**src/sv/sdt_pkg.sv**
```systemverilog
// Shared constants, codes and controller/datapath types for the session destination table.
package sdt_pkg;

  localparam int NUM_DEST = 8;
  localparam int IDX_W    = $clog2(NUM_DEST);
  localparam int CNT_W    = $clog2(NUM_DEST + 1);

  localparam int SESS_W = 16;
  localparam int LEN_W  = 32;
  localparam int DEST_W = 3;
  localparam int ECHO_W = 16;

  localparam int IN_DATA_W  = 88;
  localparam int OUT_DATA_W = 40;
  localparam int OUT_USER_W = 2;

  localparam logic REQ_LOOKUP = 1'b0;
  localparam logic REQ_UPDATE = 1'b1;

  typedef enum logic [1:0] {
    ST_IDLE,
    ST_MATCH,
    ST_COMMIT
  } state_t;

  typedef struct packed {
    logic capture;
    logic match;
    logic commit;
  } ctl_cmd_t;

  typedef struct packed {
    logic is_lookup;
    logic out_busy;
  } ctl_status_t;

endpackage

```
**src/sv/sdt_ctrl.sv**
```systemverilog
// Controller state machine: sequences capture, match and commit of one request.
module sdt_ctrl (
  input  logic                clk,
  input  logic                rst,
  input  logic                in_valid,
  output logic                in_ready,
  input  sdt_pkg::ctl_status_t status,
  output sdt_pkg::ctl_cmd_t   cmd
);
  import sdt_pkg::*;

  state_t state;
  state_t state_next;
  logic   commit_ok;

  // A lookup commits only when the output register can take its result.
  assign commit_ok = !status.is_lookup || !status.out_busy;

  always_ff @(posedge clk) begin
    if (rst) begin
      state <= ST_IDLE;
    end else begin
      state <= state_next;
    end
  end

  always_comb begin
    state_next = state;
    case (state)
      ST_IDLE: begin
        if (in_valid) state_next = ST_MATCH;
      end
      ST_MATCH: begin
        state_next = ST_COMMIT;
      end
      ST_COMMIT: begin
        if (commit_ok) state_next = in_valid ? ST_MATCH : ST_IDLE;
      end
      default: begin
        state_next = ST_IDLE;
      end
    endcase
  end

  always_comb begin
    in_ready    = 1'b0;
    cmd.match   = 1'b0;
    cmd.commit  = 1'b0;
    case (state)
      ST_IDLE: begin
        in_ready = 1'b1;
      end
      ST_MATCH: begin
        cmd.match = 1'b1;
      end
      ST_COMMIT: begin
        in_ready   = commit_ok;
        cmd.commit = commit_ok;
      end
      default: begin
        in_ready = 1'b0;
      end
    endcase
    cmd.capture = in_valid && in_ready;
  end

endmodule

```
**src/sv/sdt_datapath.sv**
```systemverilog
// Datapath: request register, session table, free list and output register.
module sdt_datapath (
  input  logic                            clk,
  input  logic                            rst,
  input  sdt_pkg::ctl_cmd_t               cmd,
  output sdt_pkg::ctl_status_t            status,
  input  logic                            in_type,
  input  logic [sdt_pkg::SESS_W-1:0]      in_session,
  input  logic [sdt_pkg::LEN_W-1:0]       in_plen,
  input  logic [sdt_pkg::DEST_W-1:0]      in_udest,
  input  logic [sdt_pkg::LEN_W-1:0]       in_msize,
  output logic                            out_valid,
  input  logic                            out_ready,
  output logic                            out_hit,
  output logic                            out_last,
  output logic [sdt_pkg::DEST_W-1:0]      out_dest,
  output logic [sdt_pkg::SESS_W-1:0]      out_session,
  output logic [sdt_pkg::ECHO_W-1:0]      out_len,
  output logic                            out_nofree
);
  import sdt_pkg::*;

  // Request register
  logic              req_type;
  logic [SESS_W-1:0] req_session;
  logic [LEN_W-1:0]  req_plen;
  logic [DEST_W-1:0] req_udest;
  logic [LEN_W-1:0]  req_msize;

  // Session table, one entry per destination
  logic              ent_valid    [NUM_DEST];
  logic [SESS_W-1:0] ent_session  [NUM_DEST];
  logic [LEN_W-1:0]  ent_total    [NUM_DEST];
  logic [LEN_W-1:0]  ent_received [NUM_DEST];

  // Free list
  logic [IDX_W-1:0]  free_fifo [NUM_DEST];
  logic [IDX_W-1:0]  free_head;
  logic [CNT_W-1:0]  free_count;

  // Match result
  logic              match_found;
  logic [IDX_W-1:0]  match_idx;
  logic              match_found_next;
  logic [IDX_W-1:0]  match_idx_next;

  logic              req_lookup;
  logic [LEN_W:0]    hit_sum;
  logic              hit_done;
  logic              upd_ok;
  logic              upd_single;
  logic [IDX_W-1:0]  upd_idx;
  logic              do_push;
  logic [IDX_W-1:0]  push_idx;
  logic              do_pop;
  logic              free_empty;
  logic [IDX_W:0]    tail_sum;
  logic [IDX_W-1:0]  tail_idx;
  logic [IDX_W-1:0]  head_inc;

  assign req_lookup = req_type == REQ_LOOKUP;

  assign status.is_lookup = req_lookup;
  assign status.out_busy  = out_valid && !out_ready;

  always_ff @(posedge clk) begin
    if (cmd.capture) begin
      req_type    <= in_type;
      req_session <= in_session;
      req_plen    <= in_plen;
      req_udest   <= in_udest;
      req_msize   <= in_msize;
    end
  end

  // Compare all entries at once; the lowest matching index wins.
  always_comb begin
    match_found_next = 1'b0;
    match_idx_next   = '0;
    for (int i = NUM_DEST - 1; i >= 0; i--) begin
      if (ent_valid[i] && ent_session[i] == req_session) begin
        match_found_next = 1'b1;
        match_idx_next   = IDX_W'(i);
      end
    end
  end

  always_ff @(posedge clk) begin
    if (cmd.match) begin
      match_found <= match_found_next;
      match_idx   <= match_idx_next;
    end
  end

  always_comb begin
    hit_sum    = {1'b0, ent_received[match_idx]} + {1'b0, req_plen};
    hit_done   = hit_sum >= {1'b0, ent_total[match_idx]};
    upd_ok     = int'(req_udest) < NUM_DEST;
    upd_single = req_plen >= req_msize;
    upd_idx    = IDX_W'(req_udest);
    free_empty = free_count == '0;
    do_push    = cmd.commit && (req_lookup ? (match_found && hit_done)
                                           : (upd_ok && upd_single));
    push_idx   = req_lookup ? match_idx : upd_idx;
    do_pop     = cmd.commit && req_lookup && !match_found && !free_empty;
    tail_sum   = {1'b0, free_head} + (IDX_W + 1)'(free_count);
    tail_idx   = (tail_sum >= (IDX_W + 1)'(NUM_DEST))
                 ? IDX_W'(tail_sum - (IDX_W + 1)'(NUM_DEST)) : IDX_W'(tail_sum);
    head_inc   = (free_head == IDX_W'(NUM_DEST - 1)) ? '0 : free_head + IDX_W'(1);
  end

  // Table entries
  always_ff @(posedge clk) begin
    if (rst) begin
      for (int i = 0; i < NUM_DEST; i++) ent_valid[i] <= 1'b0;
    end else if (cmd.commit) begin
      if (req_lookup) begin
        if (match_found) begin
          if (hit_done) ent_valid[match_idx] <= 1'b0;
          else ent_received[match_idx] <= hit_sum[LEN_W-1:0];
        end
      end else if (upd_ok) begin
        if (upd_single) begin
          ent_valid[upd_idx] <= 1'b0;
        end else begin
          ent_valid[upd_idx]    <= 1'b1;
          ent_session[upd_idx]  <= req_session;
          ent_total[upd_idx]    <= req_msize;
          ent_received[upd_idx] <= req_plen;
        end
      end
    end
  end

  // Free list; drop a push when full
  always_ff @(posedge clk) begin
    if (rst) begin
      for (int i = 0; i < NUM_DEST; i++) free_fifo[i] <= IDX_W'(i);
      free_head  <= '0;
      free_count <= CNT_W'(NUM_DEST);
    end else if (do_push) begin
      if (free_count < CNT_W'(NUM_DEST)) begin
        free_fifo[tail_idx] <= push_idx;
        free_count          <= free_count + CNT_W'(1);
      end
    end else if (do_pop) begin
      free_head  <= head_inc;
      free_count <= free_count - CNT_W'(1);
    end
  end

  // Output register
  always_ff @(posedge clk) begin
    if (rst) begin
      out_valid <= 1'b0;
    end else if (cmd.commit && req_lookup) begin
      out_valid <= 1'b1;
    end else if (out_ready) begin
      out_valid <= 1'b0;
    end
  end

  always_ff @(posedge clk) begin
    if (cmd.commit && req_lookup) begin
      out_hit     <= match_found;
      out_last    <= match_found && hit_done;
      out_nofree  <= !match_found && free_empty;
      out_session <= req_session;
      out_len     <= req_plen[ECHO_W-1:0];
      if (match_found) out_dest <= DEST_W'(match_idx);
      else if (free_empty) out_dest <= '0;
      else out_dest <= DEST_W'(free_fifo[free_head]);
    end
  end

endmodule

```
**src/sv/session_destination_table.sv**
```systemverilog
// Top level of the session destination table: stream ports, controller and datapath.
// Result path: a lookup beat passes the request register, the match register and the output register.
// Each request goes through the capture/match/commit sequence of the controller; the next beat
// is taken in the commit cycle, and a stalled output holds a lookup commit.
// Update beats produce no result and go through the same sequence.
// Reset (rst, synchronous): table entries invalid, free list holds 0 to NUM_DEST-1, output empty.
module session_destination_table (
  input  logic                               clk,
  input  logic                               rst,
  // Request stream
  input  logic                               s_tvalid,
  output logic                               s_tready,
  // tdata, low bit up: session_id[15:0], packet_length[31:0], update_destination[2:0],
  // message_size[31:0], zero fill to 88 bits
  input  logic [sdt_pkg::IN_DATA_W-1:0]      s_tdata,
  // tuser: req_type (0 lookup, 1 update)
  input  logic                               s_tuser,
  // Result stream
  output logic                               m_tvalid,
  input  logic                               m_tready,
  // tdata, low bit up: destination[2:0], echo_session[15:0], echo_length[15:0],
  // zero fill to 40 bits
  output logic [sdt_pkg::OUT_DATA_W-1:0]     m_tdata,
  // tuser, low bit up: hit, no_free
  output logic [sdt_pkg::OUT_USER_W-1:0]     m_tuser,
  // tlast: last_packet
  output logic                               m_tlast
);
  import sdt_pkg::*;

  ctl_cmd_t    cmd;
  ctl_status_t status;

  logic              out_hit;
  logic              out_nofree;
  logic [DEST_W-1:0] out_dest;
  logic [SESS_W-1:0] out_session;
  logic [ECHO_W-1:0] out_len;

  // Sequence each beat through capture, match and commit.
  sdt_ctrl u_ctrl (
    .clk      (clk),
    .rst      (rst),
    .in_valid (s_tvalid),
    .in_ready (s_tready),
    .status   (status),
    .cmd      (cmd)
  );

  // Unpack the request fields straight into the datapath.
  sdt_datapath u_dp (
    .clk         (clk),
    .rst         (rst),
    .cmd         (cmd),
    .status      (status),
    .in_type     (s_tuser),
    .in_session  (s_tdata[15:0]),
    .in_plen     (s_tdata[47:16]),
    .in_udest    (s_tdata[50:48]),
    .in_msize    (s_tdata[82:51]),
    .out_valid   (m_tvalid),
    .out_ready   (m_tready),
    .out_hit     (out_hit),
    .out_last    (m_tlast),
    .out_dest    (out_dest),
    .out_session (out_session),
    .out_len     (out_len),
    .out_nofree  (out_nofree)
  );

  // Pack the result beat; pad tdata to whole bytes.
  assign m_tdata = {5'b0, out_len, out_session, out_dest};
  assign m_tuser = {out_nofree, out_hit};

  // A captured beat always goes to the match cycle next.
  a_capture_then_match: assert property (@(posedge clk) disable iff (rst)
    cmd.capture |=> cmd.match)
    else $error("captured beat not followed by match");

  // No beat is taken in the match cycle.
  a_no_accept_in_match: assert property (@(posedge clk) disable iff (rst)
    cmd.match |-> !s_tready)
    else $error("input ready during match");

  // A new result appears only after a lookup commit.
  a_result_from_commit: assert property (@(posedge clk) disable iff (rst)
    $rose(m_tvalid) |-> $past(cmd.commit && status.is_lookup))
    else $error("result without lookup commit");

  // Commit never proceeds onto a result still waiting to be taken.
  a_commit_when_free: assert property (@(posedge clk) disable iff (rst)
    (cmd.commit && status.is_lookup) |-> (!m_tvalid || m_tready))
    else $error("lookup commit over a pending result");

endmodule
```
**config.mk**
```make
export PLATFORM = sky130hd
export DESIGN_NAME = session_destination_table
export DESIGN_NICKNAME = d
export VERILOG_FILES = /design/src/sv/sdt_pkg.sv /design/src/sv/sdt_ctrl.sv /design/src/sv/sdt_datapath.sv /design/src/sv/session_destination_table.sv
export SDC_FILE = /design/constraint.sdc
export NUM_CORES = 1
export LEC_CHECK = 0
export BUFFER_PORTS_ARGS = -buffer_cell sky130_fd_sc_hd__buf_2
export CORE_MARGIN = 2
export CORE_UTILIZATION = 55
export DETAILED_ROUTE_END_ITERATION = 10
export GPL_TIMING_DRIVEN = 1
export HOLD_SLACK_MARGIN = 0.02
export PLACE_DENSITY = 0.83
export SYNTH_ARGS = -nofsm -noshare
export SYNTH_HDL_FRONTEND = slang
export SYNTH_HIERARCHICAL = 1
export SYNTH_SLANG_ARGS = --single-unit
```
**constraint.sdc**
```tcl
create_clock -name clk -period 23.6 [get_ports clk]
set_input_delay 4.72 -clock clk [delete_from_list [all_inputs] [get_ports clk]]
set_output_delay 4.72 -clock clk [all_outputs]
set_load 0.05 [all_outputs]
```
==> qor.csv <==
stage,metric,value,unit
outcome,status,finished clean,
placed_design,numPortBuffers,127,
sta,period_minus_slack,10.25,ns
clock_network,path_clk_slew,0.06,ns
sta,relSlewSlack,19.7,%
synth,synthTopCellsByArea,"edfxtp_1 (70%), mux4_2 (8.8%), ha_1 (3.7%)",
power_and_ir_drop,power.share.clock,39.0,%
global_route,grt_overflow,0,
sta,worstMarginPinSlew,1.20,ns
sta,fin_crit_sh,43.4,%
clock_network,numCtsBuffers,82,
power_and_ir_drop,p_int,2.37,mW
layout,nets,2267,
layout,diodes,0,
placed_design,dp.cells,2822,
synth,syn_area,34300,um^2
sta,hold_viol_final,0,
synth,synth_seq_cells,811,
synth,yosysWarnings,6,
power_and_ir_drop,p_leak,12.9,nW
worst_hold_path,hold_path_depth,2,
detailed_routing,wl_per_cell,25.0,um
synth,synth_top_area_share,69.9,%
clock_network,insertion_delay,0.65,ns
clock_network,clock_path_buffers,3,
synth,ys.flop_type,edfxtp_1,
clock_network,cts-resized-gates,0,
placed_design,routabilityCongestion,0.867,
clock_network,cts_setup_buffers,0,
layout,drive_above_1_share,23.4,%
setup_path,reg2reg_to,u_dp/ent_received[5][17],
job,maxCapViolCount,0,
sta,drv_slew,0,
setup_path,crit_required,18.88,ns
sta,max_freq,0.0976,GHz
clock_network,tritoncts,built,
worst_hold_path,hp-class,register to register,
layout,syn2layout_area_growth,12.1,%
synth,netlist_instances,1908,
synth,async_flop_share,0,%
setup_path,rr_startpoint,u_dp/match_idx[0],
power_and_ir_drop,vdd_drop_max,0.0669,mV
sta,hold_ws,0.565,ns
synth,yosysTopAreaCell,edfxtp_1,
sta,clock_skew,0.0334,ns
detailed_routing,drt_iter0_drc,2080,
detailed_routing,ant_nets,0,
layout,final-instance-count-excl-fill,2964,
clock_network,clock_sinks,811,
setup_path,crit_fanout,4,
power_and_ir_drop,power_frac_comb,7.3,%
sta,setup_viol,0,
layout,layout_common_cells,"edfxtp_1 (798), mux4_2 (134), buf_2 (127), xnor2_1 (125), ha_1 (102)",
clock_network,ctsHoldBuffers,0,
detailed_routing,first_pass_iters,5,
detailed_routing,routed_wirelength,74100,um
power_and_ir_drop,power.density,79.9,nW/um^2
layout,final_common_cell,edfxtp_1,
setup_path,endpoint_kind,primary output,
floorplan,io_pins,138,
floorplan,die_x,254,um
sta,setup_tns,0,ns
global_route,grt_pass1_vias,18400,
power_and_ir_drop,seqPwrFrac,53.7,%
global_route,antenna_found_initial,0,
floorplan,fp-row-count,91,
detailed_routing,drc,0,
synth,syn_avg_cell_area,18.0,um^2
synth,yosysUniqueCellTypes,66,
clock_network,cts_root_buf,clkbuf_16,
synth,seq_area_frac_synth,70.7,%
sta,rsz0062_at_grt,false,
floorplan,core-area,61600,um^2
worst_hold_path,min_to,u_dp/free_count[3],
placed_design,dp_hpwl,44900,um
synth,synth-edff-count,798,
clock_network,htreeDepth,3,
detailed_routing,vias,18100,
floorplan,die_h,254,um
setup_path,arrival,5.53,ns
setup_path,crit_type,primary input to primary output,
worst_hold_path,min-delay-start,u_dp/free_count[3],
setup_path,r2r_slack,14.04,ns
setup_path,rr_worst_depth,22,
floorplan,initial_core_util,55.6,%
power_and_ir_drop,power.switching,0.697,mW
setup_path,crit_start,m_tready,
global_route,grt_max_degree,97,
detailed_routing,drt-vias-per-instance,6.11,
global_route,grtUsageTotal,23.4,%
floorplan,die_area,64300,um^2
power_and_ir_drop,netSwitchingFraction,22.7,%
global_route,grt_pass1_wl,111000,um
setup_path,critPathLaunchType,primary input,
## power by group through the flow
stage | registers, mW | clock network (mW) | logic [mW]
after global routing | 1.65 | 1.27 | 0.244
final | 1.65 | 1.20 | 0.223
after floorplan | 1.67 | 0 | 0.157
after CTS | 1.65 | 1.22 | 0.222
after detailed placement | 1.68 | 0 | 0.218
after global placement | 1.68 | 0 | 0.207
## registers in the layout (all words and copies together) (netlist names), 4 cells and up, named ones only
register / flops
u_dp/free_fifo: 24
u_dp/req_plen: 32
u_dp/ent_valid: 8
u_dp/ent_received: 256
u_dp/ent_total: 256
u_dp/out_len: 16
u_dp/req_session: 16
u_dp/out_session: 16
u_dp/req_msize: 32
u_dp/free_count: 4
u_dp/ent_session: 128
## cell families (layout without fill, tap and decap cells)
group	count (synthesis)	count (layout)	share of synthesized area, %
DFF	811	811	70.7
AOI/OAI and AO/OA	174	174	3.33
other	1	5	0.0109
adders and majority gates	105	105	3.90
buffers and inverters	139	354	1.63
muxes	239	239	12.1
and+or+nand+nor	280	280	4.25
xor gates and xnor gates	159	159	4.06
## worst max-delay path, cell delays in order
cell	delay, ns
buf_2	0.09
nor2b_1	0.20
and3_4	0.26
nor2_1	0.04
buf_2	0.21
## per-layer routing
metal	track usage (%)	vias to the layer above	share of wire [%]
li1	-	7844	-
met1	31.7	9252	39
met2	38.4	845	49
met3	3.90	157	8.0
met4	8.86	0	3.3
met5	0	-	0
## worst max-delay path by stage
stage                              to  slack, ns  cells past startpoint
global route                 s_tready      13.26                      5
global placement             s_tready      13.38                      5
detailed placement           s_tready      13.36                      5
CTS                          s_tready      13.36                      5
finish                       s_tready      13.35                      5
floorplan           u_dp/req_msize[0]      11.90                      3
## synthesized netlist by cell type, types with 5 or more instances
cell type	number
nand3_1	27
nor2_1	58
edfxtp_1	798
mux4_2	134
and2_1	7
clkbuf_1	64
nand2b_1	11
xnor2_1	125
mux2i_1	42
nor2b_1	13
o21ai_0	37
a21o_1	25
nor4_1	15
nand2_1	69
nor3_1	10
nand4_1	37
a21oi_1	51
buf_1	10
and4_1	5
xor2_1	34
buf_4	9
dfxtp_1	13
a31o_2	5
inv_1	52
nor3b_1	7
a211oi_1	7
ha_1	102
o21a_1	9
o31ai_1	5
mux2_2	62
## area by class of cell
class	instances	area, um^2
Clock buffer	92	2090
Clock inverter	50	384
Fill cell	4191	23200
Inverter	53	199
Multi-Input combinational cell	962	9570
Sequential cell	811	24200
Tap cell	837	1050
Timing Repair Buffer	159	888
## stage by stage
step | cell area (um^2) | setup WS (ns) | power [mW] | util [%]
5_1_grt | 38400 | 13.26 | 3.16 | 62.3
3_5_place_dp | 35900 | 13.36 | 1.90 | 58.3
4_1_cts | 38400 | 13.36 | 3.09 | 62.3
3_3_place_gp | 35900 | 13.38 | 1.88 | 58.3
2_1_floorplan | 34300 | 11.90 | 1.83 | -
6_report | 38400 | 13.35 | 3.07 | 62.3
(Power assumes the default switching activity.)
